File: src/rtl/md5h_pkg.sv
package md5h_pkg;

	localparam int WORD_W    = 32;
	localparam int BLK_WORDS = 16;
	localparam int WADDR_W   = $clog2(BLK_WORDS);
	localparam int CNT_W     = 64;

	// word slots that carry the bit length in the last block
	localparam logic [WADDR_W-1:0] LEN_LO_WORD = WADDR_W'(14);
	localparam logic [WADDR_W-1:0] LEN_HI_WORD = WADDR_W'(15);
	localparam logic [WADDR_W-1:0] LAST_WORD   = WADDR_W'(15);
	localparam logic [WADDR_W-1:0] LAST_PAD_WORD = WADDR_W'(13);

	localparam logic [7:0] PAD_BYTE = 8'h80;

	localparam logic [WORD_W-1:0] IV [4] = '{
		32'h67452301, 32'hefcdab89, 32'h98badcfe, 32'h10325476
	};

	localparam logic [WORD_W-1:0] K_TAB [64] = '{
		32'hd76aa478, 32'he8c7b756, 32'h242070db, 32'hc1bdceee,
		32'hf57c0faf, 32'h4787c62a, 32'ha8304613, 32'hfd469501,
		32'h698098d8, 32'h8b44f7af, 32'hffff5bb1, 32'h895cd7be,
		32'h6b901122, 32'hfd987193, 32'ha679438e, 32'h49b40821,
		32'hf61e2562, 32'hc040b340, 32'h265e5a51, 32'he9b6c7aa,
		32'hd62f105d, 32'h02441453, 32'hd8a1e681, 32'he7d3fbc8,
		32'h21e1cde6, 32'hc33707d6, 32'hf4d50d87, 32'h455a14ed,
		32'ha9e3e905, 32'hfcefa3f8, 32'h676f02d9, 32'h8d2a4c8a,
		32'hfffa3942, 32'h8771f681, 32'h6d9d6122, 32'hfde5380c,
		32'ha4beea44, 32'h4bdecfa9, 32'hf6bb4b60, 32'hbebfbc70,
		32'h289b7ec6, 32'heaa127fa, 32'hd4ef3085, 32'h04881d05,
		32'hd9d4d039, 32'he6db99e5, 32'h1fa27cf8, 32'hc4ac5665,
		32'hf4292244, 32'h432aff97, 32'hab9423a7, 32'hfc93a039,
		32'h655b59c3, 32'h8f0ccc92, 32'hffeff47d, 32'h85845dd1,
		32'h6fa87e4f, 32'hfe2ce6e0, 32'ha3014314, 32'h4e0811a1,
		32'hf7537e82, 32'hbd3af235, 32'h2ad7d2bb, 32'heb86d391
	};

	localparam logic [4:0] ROT_TAB [16] = '{
		5'd7, 5'd12, 5'd17, 5'd22, 5'd5, 5'd9, 5'd14, 5'd20,
		5'd4, 5'd11, 5'd16, 5'd23, 5'd6, 5'd10, 5'd15, 5'd21
	};

	// message word used by a round
	function automatic logic [WADDR_W-1:0] msg_word(input logic [5:0] r);
		logic [3:0] n;
		logic [3:0] g;
		n = r[3:0];
		unique case (r[5:4])
			2'd0: g = n;
			2'd1: g = n * 4'd5 + 4'd1;
			2'd2: g = n * 4'd3 + 4'd5;
			2'd3: g = n * 4'd7;
		endcase
		return g;
	endfunction

	function automatic logic [4:0] rot_amt(input logic [5:0] r);
		return ROT_TAB[{r[5:4], r[1:0]}];
	endfunction

	typedef enum logic [3:0] {
		ST_IDLE, ST_PAD, ST_ZERO, ST_LEN0, ST_LEN1, ST_START, ST_WAIT, ST_DONE
	} top_state_t;

	typedef enum logic [1:0] {
		CS_IDLE, CS_PREF, CS_ROUND, CS_ADD
	} core_state_t;

	typedef enum logic [1:0] {
		RET_IDLE, RET_PAD, RET_ZERO, RET_OUT
	} ret_t;

	typedef struct packed {
		logic start;
		logic clear;
	} core_ctl_t;

	typedef struct packed {
		logic done;
	} core_sts_t;

endpackage

File: src/rtl/md5h_if.sv
interface md5h_in_if;
	logic       valid;
	logic       ready;
	logic [7:0] data_byte;
	logic       byte_valid;
	logic       end_of_message;

	modport source (output valid, data_byte, byte_valid, end_of_message, input ready);
	modport sink   (input valid, data_byte, byte_valid, end_of_message, output ready);
	modport mon    (input valid, ready, data_byte, byte_valid, end_of_message);
endinterface

interface md5h_out_if;
	logic        valid;
	logic        ready;
	logic [63:0] digest_low;
	logic [63:0] digest_high;

	modport source (output valid, digest_low, digest_high, input ready);
	modport sink   (input valid, digest_low, digest_high, output ready);
	modport mon    (input valid, ready, digest_low, digest_high);
endinterface

File: src/rtl/md5h_ram.sv
module md5h_ram
	import md5h_pkg::*;
#(
	parameter int WIDTH = WORD_W,
	parameter int DEPTH = BLK_WORDS,
	localparam int AW = $clog2(DEPTH)
) (
	input  logic             clk,
	input  logic             we,
	input  logic [AW-1:0]    waddr,
	input  logic [WIDTH-1:0] wdata,
	input  logic [AW-1:0]    raddr,
	output logic [WIDTH-1:0] rdata
);

	logic [WIDTH-1:0] mem [DEPTH];
	logic [WIDTH-1:0] rdata_q;

	always_ff @(posedge clk) begin
		if (we) begin
			mem[waddr] <= wdata;
		end
		rdata_q <= mem[raddr];
	end

	assign rdata = rdata_q;

endmodule

File: src/rtl/md5h_core.sv
module md5h_core
	import md5h_pkg::*;
(
	input  logic               clk,
	input  logic               arst_n,
	input  core_ctl_t          ctl,
	output core_sts_t          sts,
	output logic [WADDR_W-1:0] raddr,
	input  logic [WORD_W-1:0]  rdata,
	output logic [63:0]        digest_low,
	output logic [63:0]        digest_high
);

	core_state_t state_q, state_d;

	logic [WORD_W-1:0] cv_q [4];
	logic [WORD_W-1:0] a_q, b_q, c_q, d_q;
	logic [WORD_W-1:0] ak_q;
	logic [5:0]        i_q;
	logic [5:0]        i_nx;
	logic [WORD_W-1:0] f;
	logic [WORD_W-1:0] sum;
	logic [63:0]       dbl;
	logic [WORD_W-1:0] b_new;

	assign i_nx = i_q + 6'd1;

	always_comb begin
		unique case (i_q[5:4])
			2'd0: f = (b_q & c_q) | (~b_q & d_q);
			2'd1: f = (b_q & d_q) | (c_q & ~d_q);
			2'd2: f = b_q ^ c_q ^ d_q;
			2'd3: f = c_q ^ (b_q | ~d_q);
		endcase
		// ak_q already holds a + K for this round
		sum   = ak_q + f + rdata;
		dbl   = {sum, sum} << rot_amt(i_q);
		b_new = b_q + dbl[63:32];
	end

	always_comb begin
		state_d = state_q;
		unique case (state_q)
			CS_IDLE:  if (ctl.start) state_d = CS_PREF;
			CS_PREF:  state_d = CS_ROUND;
			CS_ROUND: if (i_q == 6'd63) state_d = CS_ADD;
			CS_ADD:   state_d = CS_IDLE;
			default:  state_d = CS_IDLE;
		endcase
	end

	always_comb begin
		sts.done = 1'b0;
		raddr    = msg_word(i_nx);
		unique case (state_q)
			CS_IDLE:  raddr = msg_word(6'd0);
			CS_PREF:  raddr = msg_word(6'd0);
			CS_ROUND: raddr = msg_word(i_nx);
			CS_ADD:   sts.done = 1'b1;
			default:  sts.done = 1'b0;
		endcase
	end

	always_ff @(posedge clk or negedge arst_n) begin
		if (!arst_n) begin
			state_q <= CS_IDLE;
			cv_q    <= IV;
			i_q     <= '0;
		end else begin
			state_q <= state_d;
			unique case (state_q)
				CS_IDLE: begin
					if (ctl.clear) cv_q <= IV;
				end
				CS_PREF: begin
					i_q <= '0;
				end
				CS_ROUND: begin
					i_q <= i_nx;
				end
				CS_ADD: begin
					cv_q[0] <= cv_q[0] + a_q;
					cv_q[1] <= cv_q[1] + b_q;
					cv_q[2] <= cv_q[2] + c_q;
					cv_q[3] <= cv_q[3] + d_q;
				end
				default: ;
			endcase
		end
	end

	always_ff @(posedge clk) begin
		if (state_q == CS_PREF) begin
			a_q  <= cv_q[0];
			b_q  <= cv_q[1];
			c_q  <= cv_q[2];
			d_q  <= cv_q[3];
			ak_q <= cv_q[0] + K_TAB[0];
		end else if (state_q == CS_ROUND) begin
			a_q  <= d_q;
			b_q  <= b_new;
			c_q  <= b_q;
			d_q  <= c_q;
			ak_q <= d_q + K_TAB[i_nx];
		end
	end

	assign digest_low  = {cv_q[1], cv_q[0]};
	assign digest_high = {cv_q[3], cv_q[2]};

endmodule

File: src/rtl/md5_byte_stream_hasher.sv
// MD5 hasher fed one message byte per item.
//
// Channels: msg carries data_byte, byte_valid and end_of_message; dig carries
// the 16-byte digest as digest_low (bytes 0..7) and digest_high (bytes 8..15),
// byte 0 in the low bits. An item moves when valid and ready are both high.
// An item with end_of_message closes the message (its byte, if byte_valid,
// is hashed first); an end item with no byte hashes whatever came before,
// the empty message included. Items with neither flag are dropped.
//
// msg.ready is high only while the sequencer is idle. Every 64th byte stalls
// the input while the round engine runs its 64 rounds, one per cycle, reading
// one message word a cycle from the 16 x 32 block RAM. After the end item come
// the padding writes (up to 16 a block, 18 in all) and one or two compressions,
// and then the digest is loaded into the output register.
//
// Reset clears the byte count, restores the initial chaining words and empties
// the output register. The block RAM needs no clearing. A stalled digest holds
// in the output register; the next message is accepted meanwhile, and only a
// second digest waits for the register to free up.
module md5_byte_stream_hasher
	import md5h_pkg::*;
(
	input logic       clk,
	input logic       arst_n,
	md5h_in_if.sink   msg,
	md5h_out_if.source dig
);

	top_state_t state_q, state_d;
	ret_t       ret_q, ret_d;

	logic [CNT_W-1:0]   cnt_q;
	logic [23:0]        asm_q;
	logic [WADDR_W-1:0] wp_q;
	logic [WADDR_W-1:0] lim_q;
	logic               ov_q;
	logic [63:0]        dlow_q, dhigh_q;

	logic               acc;
	logic [1:0]         lane;
	logic [5:0]         pos;
	logic [WADDR_W-1:0] idx;
	logic               big;
	logic [WADDR_W-1:0] lim;
	logic [CNT_W-1:0]   bits;
	logic [WORD_W-1:0]  pad_word;
	logic               out_free;
	logic               load_out;

	logic               we;
	logic [WADDR_W-1:0] waddr;
	logic [WORD_W-1:0]  wdata;
	logic [WADDR_W-1:0] raddr;
	logic [WORD_W-1:0]  rdata;

	core_ctl_t   ctl;
	core_sts_t   sts;
	logic [63:0] cv_low, cv_high;

	assign acc  = msg.valid && msg.ready;
	assign lane = cnt_q[1:0];
	assign pos  = cnt_q[5:0];
	assign idx  = pos[5:2];
	// the 0x80 lands past byte 55: length needs a block of its own
	assign big  = (pos[5:3] == 3'd7);
	assign lim  = big ? LAST_WORD : LAST_PAD_WORD;
	assign bits = {cnt_q[CNT_W-4:0], 3'b000};

	assign out_free = !ov_q || dig.ready;

	// keep the bytes below the pad position, then 0x80, then zeros
	always_comb begin
		for (int k = 0; k < 4; k++) begin
			if (k < int'(lane)) begin
				pad_word[8*k +: 8] = (k == 3) ? 8'h00 : asm_q[8*k +: 8];
			end else if (k == int'(lane)) begin
				pad_word[8*k +: 8] = PAD_BYTE;
			end else begin
				pad_word[8*k +: 8] = 8'h00;
			end
		end
	end

	// next state
	always_comb begin
		state_d = state_q;
		ret_d   = ret_q;
		unique case (state_q)
			ST_IDLE: begin
				if (acc) begin
					if (msg.byte_valid && pos == 6'd63) begin
						state_d = ST_START;
						ret_d   = msg.end_of_message ? RET_PAD : RET_IDLE;
					end else if (msg.end_of_message) begin
						state_d = ST_PAD;
					end
				end
			end
			ST_PAD: begin
				if (idx == lim) begin
					if (big) begin
						state_d = ST_START;
						ret_d   = RET_ZERO;
					end else begin
						state_d = ST_LEN0;
					end
				end else begin
					state_d = ST_ZERO;
				end
			end
			ST_ZERO: begin
				if (wp_q == lim_q) begin
					if (lim_q == LAST_WORD) begin
						state_d = ST_START;
						ret_d   = RET_ZERO;
					end else begin
						state_d = ST_LEN0;
					end
				end
			end
			ST_LEN0: state_d = ST_LEN1;
			ST_LEN1: begin
				state_d = ST_START;
				ret_d   = RET_OUT;
			end
			ST_START: state_d = ST_WAIT;
			ST_WAIT: begin
				if (sts.done) begin
					unique case (ret_q)
						RET_IDLE: state_d = ST_IDLE;
						RET_PAD:  state_d = ST_PAD;
						RET_ZERO: state_d = ST_ZERO;
						RET_OUT:  state_d = ST_DONE;
					endcase
				end
			end
			ST_DONE: if (out_free) state_d = ST_IDLE;
			default: state_d = ST_IDLE;
		endcase
	end

	// outputs
	always_comb begin
		msg.ready = 1'b0;
		we        = 1'b0;
		waddr     = wp_q;
		wdata     = '0;
		ctl       = '0;
		load_out  = 1'b0;
		unique case (state_q)
			ST_IDLE: begin
				msg.ready = 1'b1;
				we        = acc && msg.byte_valid && (lane == 2'd3);
				waddr     = idx;
				wdata     = {msg.data_byte, asm_q};
			end
			ST_PAD: begin
				we    = 1'b1;
				waddr = idx;
				wdata = pad_word;
			end
			ST_ZERO: begin
				we    = 1'b1;
				waddr = wp_q;
			end
			ST_LEN0: begin
				we    = 1'b1;
				waddr = LEN_LO_WORD;
				wdata = bits[31:0];
			end
			ST_LEN1: begin
				we    = 1'b1;
				waddr = LEN_HI_WORD;
				wdata = bits[63:32];
			end
			ST_START: ctl.start = 1'b1;
			ST_WAIT:  ;
			ST_DONE: begin
				load_out  = out_free;
				ctl.clear = out_free;
			end
			default: ;
		endcase
	end

	always_ff @(posedge clk or negedge arst_n) begin
		if (!arst_n) begin
			state_q <= ST_IDLE;
			ret_q   <= RET_IDLE;
			cnt_q   <= '0;
			wp_q    <= '0;
			lim_q   <= '0;
			ov_q    <= 1'b0;
		end else begin
			state_q <= state_d;
			ret_q   <= ret_d;
			if (acc && msg.byte_valid) begin
				cnt_q <= cnt_q + CNT_W'(1);
			end
			if (state_q == ST_PAD) begin
				wp_q  <= idx + WADDR_W'(1);
				lim_q <= lim;
			end else if (state_q == ST_ZERO) begin
				wp_q <= wp_q + WADDR_W'(1);
			end else if (state_q == ST_WAIT && sts.done && ret_q == RET_ZERO) begin
				// second padding block: zero words up to the length slots
				wp_q  <= '0;
				lim_q <= LAST_PAD_WORD;
			end
			if (load_out) begin
				cnt_q <= '0;
				ov_q  <= 1'b1;
			end else if (dig.ready) begin
				ov_q <= 1'b0;
			end
		end
	end

	always_ff @(posedge clk) begin
		if (acc && msg.byte_valid && lane != 2'd3) begin
			asm_q[{lane, 3'b000} +: 8] <= msg.data_byte;
		end
		if (load_out) begin
			dlow_q  <= cv_low;
			dhigh_q <= cv_high;
		end
	end

	md5h_ram #(
		.WIDTH (WORD_W),
		.DEPTH (BLK_WORDS)
	) u_ram (
		.clk   (clk),
		.we    (we),
		.waddr (waddr),
		.wdata (wdata),
		.raddr (raddr),
		.rdata (rdata)
	);

	md5h_core u_core (
		.clk         (clk),
		.arst_n      (arst_n),
		.ctl         (ctl),
		.sts         (sts),
		.raddr       (raddr),
		.rdata       (rdata),
		.digest_low  (cv_low),
		.digest_high (cv_high)
	);

	assign dig.valid       = ov_q;
	assign dig.digest_low  = dlow_q;
	assign dig.digest_high = dhigh_q;

endmodule

File: src/flat_wrapper.sv
// flat-port wrapper written by rule: the top's interface ports become plain ports
module md5_byte_stream_hasher_flat import md5h_pkg::*;
  (clk, arst_n, msg_valid, msg_data_byte, msg_byte_valid, msg_end_of_message, msg_ready, dig_valid, dig_digest_low, dig_digest_high, dig_ready);
  md5h_in_if msg_i ();
  md5h_out_if dig_i ();
  input logic clk;
  input logic arst_n;
  input wire logic [$bits(msg_i.valid)-1:0] msg_valid;
  input wire logic [$bits(msg_i.data_byte)-1:0] msg_data_byte;
  input wire logic [$bits(msg_i.byte_valid)-1:0] msg_byte_valid;
  input wire logic [$bits(msg_i.end_of_message)-1:0] msg_end_of_message;
  output wire logic [$bits(msg_i.ready)-1:0] msg_ready;
  output wire logic [$bits(dig_i.valid)-1:0] dig_valid;
  output wire logic [$bits(dig_i.digest_low)-1:0] dig_digest_low;
  output wire logic [$bits(dig_i.digest_high)-1:0] dig_digest_high;
  input wire logic [$bits(dig_i.ready)-1:0] dig_ready;
  assign msg_i.valid = msg_valid;
  assign msg_i.data_byte = msg_data_byte;
  assign msg_i.byte_valid = msg_byte_valid;
  assign msg_i.end_of_message = msg_end_of_message;
  assign msg_ready = msg_i.ready;
  assign dig_valid = dig_i.valid;
  assign dig_digest_low = dig_i.digest_low;
  assign dig_digest_high = dig_i.digest_high;
  assign dig_i.ready = dig_ready;
  md5_byte_stream_hasher u_core (.clk(clk), .arst_n(arst_n), .msg(msg_i), .dig(dig_i));
endmodule
File: config.mk
export PLATFORM = sky130hd
export DESIGN_NAME = md5_byte_stream_hasher_flat
export DESIGN_NICKNAME = d
export VERILOG_FILES = /design/src/rtl/md5h_pkg.sv /design/src/rtl/md5h_if.sv /design/src/rtl/md5h_ram.sv /design/src/rtl/md5h_core.sv /design/src/rtl/md5_byte_stream_hasher.sv /design/src/flat_wrapper.sv
export SDC_FILE = /design/constraint.sdc
export NUM_CORES = 2
export LEC_CHECK = 0
export BUFFER_PORTS_ARGS = -buffer_cell sky130_fd_sc_hd__buf_2
export CORE_AREA = 4 4 314 316
export CTS_BUF_LIST = sky130_fd_sc_hd__clkbuf_16
export DETAILED_ROUTE_END_ITERATION = 16
export DIE_AREA = 0 0 318 320
export PLACE_DENSITY_LB_ADDON = 0.3
export SYNTH_ARGS = -nofsm -noshare
export SYNTH_HDL_FRONTEND = slang
export SYNTH_SLANG_ARGS = --single-unit
File: constraint.sdc
create_clock -name clk -period 12.28 [get_ports clk]
set_input_delay 0.614 -clock clk [delete_from_list [all_inputs] [get_ports clk]]
set_output_delay 0.614 -clock clk [all_outputs]
set_load 0.02 [all_outputs]
# Word level (Yosys, flattened, before mapping)
# Memory sizes are Yosys's and may differ from the RTL's. A register that Yosys moved wholly into a read port is not among the register bits.
# Cells that the tools add are included.
totals:
  reg_bits: 527
  mem_bits_rw: 512
  rom_bits: 2128
  input_bits: 14
  n_memories: 3
mem_list:
  columns: ["name", "depth", "word_bits", "rd", "rd_clocked_by_memory_dff", "wr", "line_no", "rtl"]
  rows:
  - ["(no name shown)", 64, 32, 1, 0, 0, "md5h_core.sv:104", "ak_q <= d_q + K_TAB[i_nx];"]
  - ["u_core.u_ram.mem", 16, 32, 1, 1, 1, "md5h_ram.sv:16", "logic [WIDTH-1:0] mem [DEPTH];"]
  - ["(no name shown)", 16, 5, 1, 0, 0, "md5h_pkg.sv:59", "return ROT_TAB[{r[5:4], r[1:0]}];"]
op_classes:
  n_addsub: 16
  multipliers: 3
  order_cmp: 5
  n_eq_ne: 43
  shifts: 3
  n_mux: 70
  bitwise_logic: 14
  n_reduce_logical: 30
ops:
  columns: ["operator", "count"]
  rows:
  - ["$mux 32", 12]
  - ["$add 32x32->32", 8]
  - ["$pmux 128 s2", 1]
  - ["$pmux 32 s4", 2]
  - ["$and 32x32->32", 4]
  - ["$mux 128", 1]
  - ["$mux 64", 2]
  - ["$or 32x32->32", 3]
  - ["$xor 32x32->32", 3]
  - ["$add 64x1->64 const B", 1]
  - ["$not 32->32", 2]
  - ["$shl 64x5->64", 1]
  - ["$mux 8", 7]
  - ["$mux 4", 13]
  - ["$add 32x32->32 const B", 1]
  - ["$pmux 4 s4", 2]
  - ["$pmux 4 s8", 1]
  - ["$bwmux 24", 1]
  - ["$shift 8x7->24 const A", 1]
  - ["$shiftx 8x7->24", 1]
  - ["$eq 2x2->1 const B", 9]
  - ["$mux 2", 9]
  - ["$ne 2x1->1 const B", 9]
  - ["$eq 4x3->1 const B", 4]
  - ["other kinds (43)", 86]

# Logic depth before layout (Yosys ltp)
depth:
  ltp_word: 10
  ltp_mapped: 39

# Hierarchy
# A second synthesis with hierarchy kept.
unflattened:
  hier_cells: 5420
  area_unflattened_um2: 60441.7
modules_own_cells:
  columns: ["module", "n_inst", "cells_each", "area_each_um2", "seq_area_each_um2"]
  rows:
  - ["md5h_core", 1, 3842, 31139.9, 8287.9]
  - ["md5h_ram", 1, 838, 19854.0, 16015.4]
  - ["md5_byte_stream_hasher", 1, 740, 9447.8, 6391.1]

# Least setup slack after synthesis
# No wires, ideal clock.
synth_timing:
  kind: "register -> register"
  start: "reg u_core.u_core.i_q[4]"
  end: "reg u_core.u_core.b_q[30], data pin"
  arrival_time_ps: 8394
  required_ps: 12013
  slack_ps: 3618
  stages_incl_launch_ff: 37
  period_less_slack_ps: 8662
  path_cell_list: "dfrtp_1 buf_2 buf_1 clkbuf_1 clkbuf_1 buf_1 o21ai_0 a21oi_1 o21ai_0 fa_1 inv_1 ha_1 fa_1 a21oi_2 o2111ai_2 a2111o_1 a211o_1 a221oi_4 mux2i_1 nand2_1 o21ai_0 mux2i_1 o21ai_0 a21oi_1 ha_1 a21oi_1 o21ai_1 a21oi_1 o31a_1 or4_1 a21oi_1 nor2_1 o311ai_1 a31o_2 a21oi_1 xor2_1 o21ai_0"
synth_via:
  elab_chain_len: 8
  elab_cells_between_ends: 15
  cone_classes: "add/sub (3); eq/ne (3); shift (1); mux (5); bitwise (1); reduce/logical (1); memory (1)"
synth_lines:
  columns: ["item", "line_no", "rtl"]
  rows:
  - ["from (decl)", "md5h_core.sv:19", "logic [5:0] i_q;"]
  - ["from (signal assigned)", "md5h_core.sv:79", "i_q <= i_nx;"]
  - ["$eq 2x2->1, or another cell as far along", "md5h_core.sv:29", "unique case (i_q[5:4])"]
  - ["$pmux 32 s4 or $mem_v2 16x5 (tied branches)", null, null]
  - ["$add 32x32->32 or $mux 5 (tied branches) (2 in a row)", "md5h_core.sv:36, md5h_pkg.sv:59", null]
  - ["$shl 64x5->64 (*)", "md5h_core.sv:37", "dbl = {sum, sum} << rot_amt(i_q);"]
  - ["$add 32x32->32 (*)", "md5h_core.sv:38", "b_new = b_q + dbl[63:32];"]
  - ["$mux 32 (*)", "md5h_core.sv:99", "end else if (state_q == CS_ROUND) begin"]
  - ["$mux 32 (*)", "md5h_core.sv:93", "if (state_q == CS_PREF) begin"]
  - ["to (signal assigned)", "md5h_core.sv:95", "b_q <= cv_q[1];"]
  - ["to (signal assigned)", "md5h_core.sv:101", "b_q <= b_new;"]
  - ["to (decl)", "md5h_core.sv:17", "logic [WORD_W-1:0] a_q, b_q, c_q, d_q;"]
# Every way passes the cells marked *; elsewhere a longest branch is shown, timed or not. The select of a mux whose other input is x is not followed.
# A chain may end at the register's enable or synchronous reset.

# Final worst setup path
layout_timing:
  start: "reg u_core.u_core.i_q[5]"
  end: "reg u_core.u_core.b_q[30], data pin"
# The elaborated chain is that of the path after synthesis.

==> run_summary.xml <==
<?xml version="1.0" encoding="UTF-8"?>
<metrics>
  <group name="drt">
    <metric name="wirelength" unit="um">184000</metric>
    <metric name="wire_per_inst" unit="um">25.1</metric>
    <metric name="routed_wire_length_on_met2" unit="um">83900</metric>
    <metric name="final_antenna_net_count" unit="">0</metric>
    <metric name="avgViaCountPerCell" unit="">6.67</metric>
    <metric name="drcViolationCount" unit="">0</metric>
    <metric name="num_vias" unit="">48900</metric>
    <metric name="drt-initial-drc-count" unit="">6176</metric>
    <metric name="route.met3.wl" unit="um">17900</metric>
    <metric name="wl_met1" unit="um">67300</metric>
    <metric name="dr_top_layer" unit="">met5</metric>
    <metric name="detail_route.first_pass.iterations" unit="">9</metric>
  </group>
  <group name="clock_tree">
    <metric name="clkLatencyLatePin" unit="ns">0.72</metric>
    <metric name="clk_pin_slew" unit="ns">0.07</metric>
    <metric name="clk_path_buf_depth" unit="">3</metric>
    <metric name="cts.sink_count" unit="">1065</metric>
    <metric name="ctsHtreeMaxLevel" unit="">3</metric>
    <metric name="tritoncts.num_buffers" unit="">106</metric>
    <metric name="post_cts_resize_count" unit="">0</metric>
    <metric name="root_buffer" unit="">sky130_fd_sc_hd__clkbuf_16</metric>
    <metric name="tritoncts" unit="">built</metric>
  </group>
  <group name="synth">
    <metric name="synth_top_flop_cell" unit="">sky130_fd_sc_hd__edfxtp_1</metric>
    <metric name="synth-seq-cells" unit="">1065</metric>
    <metric name="seq_area_frac_synth" unit="%">50.3</metric>
    <metric name="synth.yosys.warnings" unit="">0</metric>
    <metric name="syn-num-nets" unit="">6250</metric>
    <metric name="async_set_reset_flop_share_out_of_synthesis" unit="%">19.6</metric>
    <metric name="yosys.cell_types.count" unit="">101</metric>
    <metric name="synthCells" unit="">5943</metric>
    <metric name="synthesis.area" unit="um2">61000</metric>
    <metric name="synth_edf_count" unit="">824</metric>
    <metric name="post_synth.cell_area_avg" unit="um2">10.3</metric>
  </group>
  <group name="die">
    <metric name="row_count" unit="">114</metric>
    <metric name="floorplan.core_area" unit="um2">96000</metric>
    <metric name="die-height" unit="um">320</metric>
    <metric name="die_ar" unit="um2">102000</metric>
    <metric name="io-pin-count" unit="">144</metric>
    <metric name="floorplan.die.width" unit="um">318</metric>
    <metric name="initial_cell_density_of_the_core" unit="%">63.6</metric>
  </group>
  <group name="final_layout">
    <metric name="mostFrequentLayoutCell" unit="">sky130_fd_sc_hd__edfxtp_1</metric>
    <metric name="final_util" unit="%">69.5</metric>
    <metric name="syn2layout_area_growth" unit="%">9.31</metric>
    <metric name="area_of_combinational_cells_with_multiple_inputs" unit="um2">28500</metric>
    <metric name="seq_area" unit="um2">30700</metric>
    <metric name="drive_above_1_share" unit="%">11.3</metric>
    <metric name="finalNetCount" unit="">6262</metric>
    <metric name="fill_cells" unit="">6805</metric>
    <metric name="layout.cells.most_common_list" unit="">sky130_fd_sc_hd__edfxtp_1, sky130_fd_sc_hd__nand2_1, sky130_fd_sc_hd__a21oi_1</metric>
    <metric name="finish.instance_area" unit="um2">66700</metric>
  </group>
  <group name="power">
    <metric name="final_total_power" unit="W">0.00716</metric>
    <metric name="leakagePower" unit="nW">26.0</metric>
    <metric name="ir_drop" unit="mV">0.155</metric>
    <metric name="p_per_area" unit="nW/um2">107</metric>
  </group>
  <group name="grt">
    <metric name="wire_length_of_the_first_global_routing_pass" unit="um">276000</metric>
    <metric name="antenna_found_initial" unit="">9</metric>
    <metric name="gr-usage-all-layers" unit="%">35.2</metric>
    <metric name="first_global_vias" unit="">46400</metric>
    <metric name="grt_max_degree" unit="">181</metric>
    <metric name="grt.overflow.total" unit="">0</metric>
  </group>
  <group name="sta">
    <metric name="rsz0062_at_grt" unit="">false</metric>
    <metric name="fin_crit_sh" unit="%">76.7</metric>
    <metric name="max_slew.worst_pin.slew" unit="ns">1.31</metric>
    <metric name="timing.final.crit_period" unit="ns">9.42</metric>
    <metric name="slew_viol_final" unit="">0</metric>
    <metric name="worst_slew_slack_as_a_fraction_of_its_limit" unit="%">12.7</metric>
    <metric name="final_hold_viol_count" unit="">0</metric>
    <metric name="setup_viol" unit="">0</metric>
    <metric name="fin_skew" unit="ns">0.0529</metric>
    <metric name="setup-tns-final" unit="ns">0</metric>
    <metric name="fmax" unit="MHz">106</metric>
  </group>
  <group name="placement">
    <metric name="gpl.final_weighted_congestion" unit="">0.998</metric>
    <metric name="place_area" unit="um2">63100</metric>
    <metric name="place.detailed.hpwl" unit="um">122000</metric>
    <metric name="port_buffers" unit="">143</metric>
  </group>
  <group name="outcome">
    <metric name="run_status" unit="">finished, final reports clean</metric>
  </group>
  <group name="critical_path">
    <metric name="critPathKind" unit="">reg -&gt; reg</metric>
    <metric name="worstPathRequired" unit="ns">12.68</metric>
    <metric name="worst_setup_path_start_kind" unit="">flop</metric>
    <metric name="crit_arrival" unit="ns">9.82</metric>
    <metric name="timing.critical_path.mode_cell" unit="">sky130_fd_sc_hd__a21oi_1</metric>
    <metric name="crit_fanout" unit="">71</metric>
    <metric name="critPathMaxStageDelay" unit="ns">0.57</metric>
    <metric name="setup.worst_path.end_class" unit="">flop</metric>
    <metric name="cpMaxStageDelayCell" unit="">sky130_fd_sc_hd__buf_4</metric>
  </group>
  <group name="run">
    <metric name="maxCapViolations" unit="">0</metric>
  </group>
  <group name="hold_path">
    <metric name="class_of_the_tightest_hold_or_removal_check" unit="">in -&gt; reg</metric>
  </group>
</metrics>
-- final timing paths --
kind / from / end / slack [ns] / cells after the start
max: u_core.u_core.i_q[5] / u_core.u_core.b_q[30] / 2.86 / 35
min: dig_ready / u_core.dig.valid / 0.22 / 3
max reg2reg: u_core.u_core.i_q[5] / u_core.u_core.b_q[30] / 2.86 / 35
min reg2reg: u_core.u_core.digest_high[8] / u_core.dig.digest_high[8] / 0.50 / 0
max in group asynchronous: arst_n / u_core.u_core.digest_low[1] / 9.41 / 4
min in group asynchronous: arst_n / u_core.cnt_q[56] / 0.55 / 2
-- through the flow --
stage          setup slack, ns  std cells  hold slack, ns
2_1_floorplan             3.62       5943           0.318
3_3_place_gp              3.23       7122           0.489
3_5_place_dp              3.01       7122           0.494
4_1_cts                   2.99       7325           0.189
5_1_grt                   2.10       7327           0.240
6_report                  2.86       7330           0.223
-- power breakdown --
group | switching (W) | internal [W]
clock network | 0.00142 | 0.00189
registers | 0.0000000000000000000119 | 0.00384
logic | 0.0000190 | 0.00000325
-- registers in the layout (all words and copies together) (netlist names), 61 cells and up --
register	count
u_core.cnt_q	61
u_core.u_core.digest_high	64
u_core.u_core.digest_low	64
u_core.dig.digest_high	64
u_core.dig.digest_low	64
u_core.u_ram.mem	512
-- kinds of logic after synthesis --
family	synth area share [%]
AO/OA/AOI/OAI	18.8
multiplexers	3.31
adder cells (fa/ha/maj)	6.51
XOR/XNOR	4.45
flip-flops	50.3
AND/OR/NAND/NOR	13.2
buffers and inverters	3.49
-- cells in the mapped netlist (all sizes together) (22+ instances only) --
library cell,count,share of area (%)
a311oi,78,1.1
and3,33,0.35
buf,31,0.21
nor2,401,2.5
o21bai,33,0.41
nor3,68,0.58
nor2b,36,0.37
a22oi,23,0.28
a31oi,97,0.99
nand2,714,4.4
or2,49,0.51
nand3,132,1.1
dfxtp,32,1.0
mux2,110,2.0
clkbuf,298,1.8
a21o,90,1.1
o211ai,87,1.1
a222oi,22,0.36
dfstp,64,2.8
and2,173,1.8
a211oi,205,2.5
edfxtp,824,41
o21ai,424,3.5
mux2i,67,1.1
fa,40,1.3
o21a,41,0.50
ha,253,5.2
or3,37,0.40
xor2,133,1.9
xnor2,174,2.5
o31ai,26,0.32
o22ai,25,0.26
a21oi,457,3.8
nand4,23,0.26
nand2b,44,0.45
inv,227,1.4
dfrtp,145,5.9
-- cell type report --
type                            instances  share of cell area, %
Multi-Input combinational cell       4314                   42.8
Sequential cell                      1065                   46.0
Clock inverter                         95                   1.34
Clock buffer                          107                   4.01
Tap cell                             1276                   2.39
Timing Repair Buffer                  233                   2.14
Inverter                              235                   1.33
Antenna cell                            5                 0.0188
-- critical path: cells and delay by family (launching register included) --
family                   cells  cell delay [ns]
flip-flops                   1             0.34
multiplexers                 1             0.18
AND/OR/NAND/NOR              3             0.79
AO/OA/AOI/OAI               21             4.82
buffers and inverters        4             1.50
adder cells (fa/ha/maj)      5             1.35
XOR/XNOR                     1             0.13
-- routing by layer --
metal	track usage [%]	vias up
li1	-	22000
met1	44.5	23400
met2	55.8	2847
met3	6.06	669
met4	24.5	2
met5	0	-
-- what timing repair did --
item	4_1_cts	5_1_grt
setup buffers	0	0
hold endpoints to repair	27	0
setup endpoints to repair	0	0
hold buffers	1	0
Power figures use the tool's default switching activity.
